===== config.mk =====
export PLATFORM = sky130hd
export DESIGN_NAME = icmp_probe_reply_classifier
export DESIGN_NICKNAME = d
export VERILOG_FILES = /design/src/hw/rtl/icpr_pkg.sv /design/src/hw/rtl/icpr_front.sv /design/src/hw/rtl/icpr_queue.sv /design/src/hw/rtl/icpr_back.sv /design/src/hw/rtl/icmp_probe_reply_classifier.sv
export SDC_FILE = /design/constraint.sdc
export NUM_CORES = 1
export LEC_CHECK = 0
export BUFFER_PORTS_ARGS = -buffer_cell sky130_fd_sc_hd__clkbuf_2
export CAP_MARGIN = 20
export CORE_MARGIN = 3
export CORE_UTILIZATION = 55
export CTS_CLUSTER_DIAMETER = 80
export DETAILED_ROUTE_END_ITERATION = 8
export PLACE_DENSITY = 0.79
export SETUP_SLACK_MARGIN = 0.05
export SYNTH_ARGS = -nofsm -noshare
export SYNTH_HDL_FRONTEND = slang
export SYNTH_HIERARCHICAL = 1
export SYNTH_SLANG_ARGS = --single-unit

===== constraint.sdc =====
create_clock -name clk -period 8 [get_ports clk]
set_clock_uncertainty 0.15 [all_clocks]
set_input_delay 1.6 -clock clk [delete_from_list [all_inputs] [get_ports clk]]
set_output_delay 1.6 -clock clk [all_outputs]
set_load 0.02 [all_outputs]

===== src/hw/rtl/icpr_pkg.sv =====
// ----------------------------------------------------------------------------
// icpr_pkg
// Types and constants shared by the ICMP probe reply classifier modules.
// ----------------------------------------------------------------------------
package icpr_pkg;

	// packet limits
	localparam int unsigned MAX_PACKET_BYTES = 1500;
	localparam int unsigned POS_W = 11;
	localparam logic [POS_W-1:0] POS_MAX = {POS_W{1'b1}};
	localparam logic [POS_W-1:0] POS_LIMIT = POS_W'(MAX_PACKET_BYTES);
	localparam int unsigned HLEN_W = 6;

	// protocol codes
	localparam logic [7:0] ICMP_DEST_UNREACH = 8'd3;
	localparam logic [7:0] ICMP_TIME_EXCEEDED = 8'd11;
	localparam logic [7:0] ICMP_CODE_TTL = 8'd0;
	localparam logic [7:0] UNREACH_PORT = 8'd3;
	localparam logic [7:0] PROTO_UDP = 8'd17;

	// verdict codes
	localparam logic [1:0] VERDICT_IGNORE = 2'd0;
	localparam logic [1:0] VERDICT_TIME_EXCEEDED = 2'd1;
	localparam logic [1:0] VERDICT_REACHED = 2'd2;
	localparam logic [1:0] VERDICT_UNREACH = 2'd3;

	// configuration register indexes
	localparam logic CFG_PROBE_SRC_PORT = 1'b0;
	localparam logic CFG_PROBE_DST_PORT = 1'b1;
	localparam logic [15:0] PROBE_SRC_PORT_RST = 16'h8000;
	localparam logic [15:0] PROBE_DST_PORT_RST = 16'h8001;

	typedef struct packed {
		logic [7:0] data_byte;
		logic last_byte;
	} in_item_t;

	typedef struct packed {
		logic [1:0] verdict;
		logic [7:0] icmp_code_seen;
		logic [31:0] responder_addr;
		logic new_hop;
	} out_item_t;

	// fields captured from one packet, handed from front to back
	typedef struct packed {
		logic [POS_W-1:0] len;
		logic [HLEN_W-1:0] outer_hlen;
		logic [HLEN_W-1:0] inner_hlen;
		logic [7:0] msg_type;
		logic [7:0] msg_code;
		logic [7:0] inner_proto;
		logic [15:0] udp_src;
		logic [15:0] udp_dst;
		logic [31:0] src_addr;
	} pkt_summary_t;

endpackage


===== src/hw/rtl/icpr_front.sv =====
// ----------------------------------------------------------------------------
// icpr_front
// Byte parser: tracks the byte position, captures header fields and pushes a
// packet summary on the last byte.
// ----------------------------------------------------------------------------
module icpr_front (
	input logic clk,
	input logic arst_n,
	input logic in_valid,
	output logic in_ready,
	input icpr_pkg::in_item_t in_data,
	output logic push,
	input logic push_ready,
	output icpr_pkg::pkt_summary_t push_data
);
	import icpr_pkg::*;

	logic [POS_W-1:0] pos_q;
	logic [HLEN_W-1:0] ol_q, il_q;
	logic [7:0] type_q, code_q, proto_q;
	logic [15:0] src_q, dst_q;
	logic [31:0] addr_q;

	logic [HLEN_W-1:0] ol_d, il_d;
	logic [7:0] type_d, code_d, proto_d;
	logic [15:0] src_d, dst_d;
	logic [31:0] addr_d;
	logic [POS_W-1:0] ol_x, il_x, len;
	logic [7:0] b;
	logic start, accept;

	assign in_ready = push_ready;
	assign accept = in_valid && in_ready;
	assign push = accept && in_data.last_byte;
	assign b = in_data.data_byte;
	assign start = (pos_q == '0);

	// field capture, header lengths take effect on the byte they arrive on
	always_comb begin
		ol_d = start ? '0 : ol_q;
		il_d = start ? '0 : il_q;
		type_d = start ? '0 : type_q;
		code_d = start ? '0 : code_q;
		proto_d = start ? '0 : proto_q;
		src_d = start ? '0 : src_q;
		dst_d = start ? '0 : dst_q;
		addr_d = start ? '0 : addr_q;
		ol_x = '0;
		il_x = '0;
		if (pos_q < POS_LIMIT) begin
			if (start)
				ol_d = {b[3:0], 2'b00};
			ol_x = POS_W'(ol_d);
			if (pos_q == ol_x)
				type_d = b;
			if (pos_q == ol_x + POS_W'(1))
				code_d = b;
			if (pos_q[POS_W-1:2] == (POS_W-2)'(3)) begin
				case (pos_q[1:0])
					2'd0: addr_d[31:24] = b;
					2'd1: addr_d[23:16] = b;
					2'd2: addr_d[15:8] = b;
					default: addr_d[7:0] = b;
				endcase
			end
			if (pos_q == ol_x + POS_W'(8))
				il_d = {b[3:0], 2'b00};
			il_x = POS_W'(il_d);
			if (pos_q == ol_x + POS_W'(17))
				proto_d = b;
			if (pos_q == ol_x + il_x + POS_W'(8))
				src_d[15:8] = b;
			if (pos_q == ol_x + il_x + POS_W'(9))
				src_d[7:0] = b;
			if (pos_q == ol_x + il_x + POS_W'(10))
				dst_d[15:8] = b;
			if (pos_q == ol_x + il_x + POS_W'(11))
				dst_d[7:0] = b;
		end
	end

	// packet length, limited to the maximum
	assign len = (pos_q >= POS_LIMIT) ? POS_LIMIT : pos_q + POS_W'(1);

	always_comb begin
		push_data.len = len;
		push_data.outer_hlen = ol_d;
		push_data.inner_hlen = il_d;
		push_data.msg_type = type_d;
		push_data.msg_code = code_d;
		push_data.inner_proto = proto_d;
		push_data.udp_src = src_d;
		push_data.udp_dst = dst_d;
		push_data.src_addr = addr_d;
	end

	// byte position counter, saturating
	always_ff @(posedge clk or negedge arst_n) begin
		if (!arst_n) begin
			pos_q <= '0;
		end else if (accept) begin
			if (in_data.last_byte)
				pos_q <= '0;
			else if (pos_q != POS_MAX)
				pos_q <= pos_q + POS_W'(1);
		end
	end

	// capture registers
	always_ff @(posedge clk or negedge arst_n) begin
		if (!arst_n) begin
			ol_q <= '0;
			il_q <= '0;
			type_q <= '0;
			code_q <= '0;
			proto_q <= '0;
			src_q <= '0;
			dst_q <= '0;
			addr_q <= '0;
		end else if (accept) begin
			ol_q <= ol_d;
			il_q <= il_d;
			type_q <= type_d;
			code_q <= code_d;
			proto_q <= proto_d;
			src_q <= src_d;
			dst_q <= dst_d;
			addr_q <= addr_d;
		end
	end

endmodule


===== src/hw/rtl/icpr_queue.sv =====
// ----------------------------------------------------------------------------
// icpr_queue
// Two-entry queue of packet summaries between front and back.
// ----------------------------------------------------------------------------
module icpr_queue (
	input logic clk,
	input logic arst_n,
	input logic push,
	output logic push_ready,
	input icpr_pkg::pkt_summary_t push_data,
	output logic head_valid,
	input logic pop,
	output icpr_pkg::pkt_summary_t head_data
);
	import icpr_pkg::*;

	pkt_summary_t mem_q [2];
	logic wr_ptr_q, rd_ptr_q;
	logic [1:0] count_q;

	assign push_ready = (count_q != 2'd2);
	assign head_valid = (count_q != 2'd0);
	assign head_data = mem_q[rd_ptr_q];

	// storage
	always_ff @(posedge clk) begin
		if (push)
			mem_q[wr_ptr_q] <= push_data;
	end

	// pointers and fill count
	always_ff @(posedge clk or negedge arst_n) begin
		if (!arst_n) begin
			wr_ptr_q <= 1'b0;
			rd_ptr_q <= 1'b0;
			count_q <= 2'd0;
		end else begin
			if (push)
				wr_ptr_q <= ~wr_ptr_q;
			if (pop)
				rd_ptr_q <= ~rd_ptr_q;
			if (push && !pop)
				count_q <= count_q + 2'd1;
			else if (pop && !push)
				count_q <= count_q - 2'd1;
		end
	end

endmodule


===== src/hw/rtl/icpr_back.sv =====
// ----------------------------------------------------------------------------
// icpr_back
// Classifier: checks lengths, type and probe ports of a packet summary,
// tracks the last hop and holds the result item.
// ----------------------------------------------------------------------------
module icpr_back (
	input logic clk,
	input logic arst_n,
	input logic head_valid,
	output logic pop,
	input icpr_pkg::pkt_summary_t head_data,
	input logic cfg_valid,
	output logic cfg_ready,
	input logic cfg_index,
	input logic [15:0] cfg_data,
	output logic out_valid,
	input logic out_ready,
	output icpr_pkg::out_item_t out_data
);
	import icpr_pkg::*;

	logic [15:0] probe_src_q, probe_dst_q;
	logic [31:0] last_hop_q;
	logic last_hop_valid_q;
	logic out_valid_q;
	out_item_t out_q;

	logic [POS_W-1:0] ol_x, il_x;
	logic type_ok, len_ok, match;
	logic [1:0] verdict;
	logic new_hop;

	assign cfg_ready = 1'b1;
	assign pop = head_valid && (!out_valid_q || out_ready);
	assign out_valid = out_valid_q;
	assign out_data = out_q;

	// verdict
	always_comb begin
		ol_x = POS_W'(head_data.outer_hlen);
		il_x = POS_W'(head_data.inner_hlen);
		type_ok = (head_data.msg_type == ICMP_TIME_EXCEEDED
			&& head_data.msg_code == ICMP_CODE_TTL)
			|| head_data.msg_type == ICMP_DEST_UNREACH;
		len_ok = (head_data.len >= ol_x + POS_W'(28))
			&& (head_data.len >= ol_x + il_x + POS_W'(12));
		match = head_data.inner_proto == PROTO_UDP
			&& head_data.udp_src == probe_src_q
			&& head_data.udp_dst == probe_dst_q;
		if (!(type_ok && len_ok && match))
			verdict = VERDICT_IGNORE;
		else if (head_data.msg_type == ICMP_TIME_EXCEEDED)
			verdict = VERDICT_TIME_EXCEEDED;
		else if (head_data.msg_code == UNREACH_PORT)
			verdict = VERDICT_REACHED;
		else
			verdict = VERDICT_UNREACH;
		new_hop = (verdict != VERDICT_IGNORE)
			&& (!last_hop_valid_q || last_hop_q != head_data.src_addr);
	end

	// configuration registers
	always_ff @(posedge clk or negedge arst_n) begin
		if (!arst_n) begin
			probe_src_q <= PROBE_SRC_PORT_RST;
			probe_dst_q <= PROBE_DST_PORT_RST;
		end else if (cfg_valid) begin
			case (cfg_index)
				CFG_PROBE_SRC_PORT: probe_src_q <= cfg_data;
				CFG_PROBE_DST_PORT: probe_dst_q <= cfg_data;
				default: probe_src_q <= probe_src_q;
			endcase
		end
	end

	// last hop tracking
	always_ff @(posedge clk or negedge arst_n) begin
		if (!arst_n) begin
			last_hop_q <= '0;
			last_hop_valid_q <= 1'b0;
		end else if (pop && new_hop) begin
			last_hop_q <= head_data.src_addr;
			last_hop_valid_q <= 1'b1;
		end
	end

	// result register
	always_ff @(posedge clk or negedge arst_n) begin
		if (!arst_n)
			out_valid_q <= 1'b0;
		else if (pop)
			out_valid_q <= 1'b1;
		else if (out_ready)
			out_valid_q <= 1'b0;
	end

	always_ff @(posedge clk) begin
		if (pop) begin
			out_q.verdict <= verdict;
			out_q.icmp_code_seen <= head_data.msg_code;
			out_q.responder_addr <= head_data.src_addr;
			out_q.new_hop <= new_hop;
		end
	end

endmodule


===== src/hw/rtl/icmp_probe_reply_classifier.sv =====
// ----------------------------------------------------------------------------
// icmp_probe_reply_classifier
// Matches received ICMP replies against outstanding UDP probes, one packet
// byte per cycle while the summary queue has room, and reports a verdict per packet.
//
//   channel  direction  payload              accepted when
//   in       in         in_item_t            in_valid && in_ready
//   out      out        out_item_t           out_valid && out_ready
//   cfg      in         cfg_index, cfg_data  cfg_valid && cfg_ready
//
// One byte is accepted per cycle while the summary queue is not full; the parser never holds a byte.
// A packet's summary is queued on its last byte, and its result is registered when popped from the queue.
// The two-entry summary queue stalls the input only when it is full.
// Reset clears position, captures, last hop and sets the probe ports.
// ----------------------------------------------------------------------------
module icmp_probe_reply_classifier (
	input logic clk,
	input logic arst_n,
	input logic in_valid,
	output logic in_ready,
	input icpr_pkg::in_item_t in_data,
	output logic out_valid,
	input logic out_ready,
	output icpr_pkg::out_item_t out_data,
	input logic cfg_valid,
	output logic cfg_ready,
	input logic cfg_index,
	input logic [15:0] cfg_data
);
	import icpr_pkg::*;

	logic push, push_ready, head_valid, pop;
	pkt_summary_t push_data, head_data;

	// byte parser
	icpr_front u_front (
		.clk(clk),
		.arst_n(arst_n),
		.in_valid(in_valid),
		.in_ready(in_ready),
		.in_data(in_data),
		.push(push),
		.push_ready(push_ready),
		.push_data(push_data)
	);

	// summary queue
	icpr_queue u_queue (
		.clk(clk),
		.arst_n(arst_n),
		.push(push),
		.push_ready(push_ready),
		.push_data(push_data),
		.head_valid(head_valid),
		.pop(pop),
		.head_data(head_data)
	);

	// classifier and result register
	icpr_back u_back (
		.clk(clk),
		.arst_n(arst_n),
		.head_valid(head_valid),
		.pop(pop),
		.head_data(head_data),
		.cfg_valid(cfg_valid),
		.cfg_ready(cfg_ready),
		.cfg_index(cfg_index),
		.cfg_data(cfg_data),
		.out_valid(out_valid),
		.out_ready(out_ready),
		.out_data(out_data)
	);

endmodule


==> metrics <==
clk slew on worst S/H paths=0.06 ns; antenna violations before repair=0; Synth top area share=37.05%; Synth area leaders=edfxtp_1, dfrtp_1, mux2_2, nand2_1, ha_1; global route overflow=0; Routed Antenna Nets=0; max incr delay on CP=0.56 ns; global-route wire length before repair=75970 um; max frequency=0.1332 GHz; Synth async-reset ratio=40.58%; TritonCTS buffer count=45; Design Area, Final=23640 um^2; io pins=77; CP bufs+invs=3; DRT Pass-1 Iters=5; fin crit share=93.84%; Clk Latency, worst-skew pair=0.57 ns; FF+latch count, synth=446; Reg-to-Reg End=u_front/dst_q[7]; cts hold-fix bufs=0; clock buffer depth=3; WS Path Type=reg -> reg; total negative slack=0 ns; Yosys top cell by area=edfxtp_1; gpl congestion=0.9195; CP Capture Type=flop; Distinct cells, synth=89; HP Class=reg -> reg; Mapped Area=21480 um^2; post-detail-place hpwl=30970 um; die height=203.6 um; CTS root buffer=clkbuf_16; status=finished clean; Final nets=1843; Worst slew margin=30.25%; per-cell routed wire length=20.61 um; number of flops mapped to enable cells by yosys=265; r2r setup slk=0.49 ns; diodes inserted=0; Post-Place Setup Slack=0.3547 ns; filler instances=2838; critical path arrival=7.87 ns; hold slack=0.3267 ns; Final min period=7.507 ns; most frequent cell on the critical path=ha_1; WHS Path Cells=1; Syn. warnings=6; largest net degree at the start of global routing=80; post-CTS setup repair buffer count=0; Critical Path RT=8.36 ns; number of global-route vias before repair=13830; row cnt=71; CTS Sinks=446; Initial Util=56.36%; DR vias=13750; Avg Inst Size Synth=12.55 um^2; Detailed Route Iter0 Violations=1235; CP top delay family=simple AND/OR/NAND/NOR gates; Post-DP Area=22220 um^2; area of the multi-input gates=8343 um^2; Top FF cell, synth=edfxtp_1; most frequent cells in the layout=edfxtp_1, nand2_1, dfrtp_1, mux2_2, o21ai_0; layout cells sized above 1=21.35%; CTS tree=yes; PwrDens=341.8 nW/um^2; syn_nets=1792; critical path cell sequence=inv_1 > ha_1 > nor3b_2 > nand3_2 > buf_4 > mux2i_2 > inv_2 > xnor2_1 > nand4_1 > nor4_4 > nor2_2 > and2_1 > ha_1 > fa_1 > xor2_1 > ha_1 > a21o_1 > a21oi_1 > a211oi_1 > mux2i_1 > o211ai_1 > o311a_1 > and2_0 > a22o_1; leak pwr=9.689 nW; Hold Path End=u_back/last_hop_valid_q; width of the die=203.6 um; sequential-to-total area share from yosys stat=58.16%; Max-cap violations=0; Setup crit start kind=flop; Mapped Cells=1712; Area Overhead vs Synth=10.08%; Reg2Reg Launch Point=u_front/pos_q[0]; worst setup margin=0.4926 ns; core box area=38110 um^2; Storage cell area=12490 um^2; post-route DRC violation count=0; commonest non-fill, non-tap cell in the layout=edfxtp_1; post-DR vias/cell=5.952; port bufs=75; final wirelength=47620 um; GRT Total Usage=23.19%; worst-path fanout max=16; RSZ-0062 raised after global routing=no; HP Start=u_back/last_hop_valid_q; number of H-tree levels=2; slowest CP cell=fa_1; VDD IR max=0.1959 mV; number of slew-limit violations in the final report=0; final setup vio count=0; measured slew at the worst slew-check pin=1.042 ns; Hold Vio Cnt, Final=0; Worst R2R Path Depth=24; full die area=41460 um^2
-- registers in the layout, indices dropped and copies added, names as in the netlist, 2 cells and up --
signal              flops
u_front/type_q          8
u_front/dst_q          16
u_queue/mem_q         222
u_front/proto_q         8
u_back/last_hop_q      32
u_queue/count_q         2
u_front/addr_q         32
u_back/probe_dst_q     16
u_front/pos_q          11
u_front/ol_q            6
u_front/il_q            6
u_back/probe_src_q     16
u_back/out_data        43
u_front/src_q          16
u_front/code_q          8
-- layer usage --
metal  GRT usage, %  share of wire [%]  vias to the layer above
li1               -                  -                     6309
met1          30.73                 41                     6834
met2          39.03                 50                      504
met3          3.879                6.5                      101
met4          8.186                3.1                        0
met5              0                  0                        -
-- cells by family (layout without fill, tap and decap cells) --
family / after synthesis / count (layout) / synth area share, %
AOI/OAI and AO/OA: 282 / 282 / 9.350
adders and majority gates: 49 / 49 / 2.924
other: 1 / 1 / 0.01746
buffers and inverters: 142 / 229 / 3.105
xor gates and xnor gates: 114 / 114 / 4.876
muxes: 185 / 185 / 10.17
and+or+nand+nor: 493 / 493 / 11.41
DFF: 446 / 446 / 58.16
-- worst max path at each step --
stage / start / to / slack (ns) / cells after the start
final: u_front/pos_q[0] / u_front/dst_q[7] / 0.49 / 24
after global routing: u_front/pos_q[0] / u_front/dst_q[7] / 0.05 / 24
after CTS: u_front/pos_q[0] / u_front/src_q[11] / 0.62 / 25
after detailed placement: in_data[2] / u_front/src_q[11] / 0.35 / 23
after global placement: in_data[2] / u_front/src_q[13] / 0.63 / 23
after floorplan: in_valid / u_queue/mem_q[0][0] / 0.25 / 5
-- repair_timing --
item | in CTS | in global routing
gates resized for setup | 0 | 2
hold endpoints to repair | 0 | 0
endpoints found under the setup margin | 0 | 9
-- power by group --
group	switching, mW	internal, mW
Clock	0.849	1.14
Combinational	1.85	1.14
Sequential	0.206	2.91
Total	2.90	5.18
-- layout make-up --
cell class,count,area share [%]
sequential,446,52.84
multi-input combinational,1124,35.29
clock buffer,66,5.398
tap,511,2.704
timing repair buffer,101,2.577
inverter,45,0.7144
clock inverter,17,0.4763
-- cells in the mapped netlist, types with 4 or more instances --
cell,n
a22o_1,61
o211ai_1,4
nor2_1,45
mux2_2,143
a211o_1,11
ha_1,47
o31ai_1,5
o21ai_1,19
a31oi_1,4
nand2b_1,10
nand3_1,36
nand3b_1,5
nor4_1,19
inv_1,44
buf_1,7
a311oi_1,4
clkbuf_1,54
xnor2_1,46
or2_2,7
nor2b_1,8
and3_1,10
a21oi_1,21
nand4_1,17
edfxtp_1,265
buf_2,17
or3_1,4
and2_1,25
mux2_4,29
buf_4,8
a211oi_1,7
o21ai_0,84
o2bb2ai_1,8
nand2_1,260
nor4_4,4
buf_6,11
xor2_1,64
nor3_1,14
a21o_1,21
mux2i_1,9
dfrtp_1,178
-- per-stage QoR --
step	util (%)	std cells	power, mW
2_1_floorplan	-	1712	5.390
3_3_place_gp	58.30	2226	6.007
3_5_place_dp	58.30	2226	6.094
4_1_cts	61.94	2309	8.090
5_1_grt	62.04	2310	8.502
6_report	62.04	2310	8.081
Note: power is estimated with default switching activity, not from simulation.
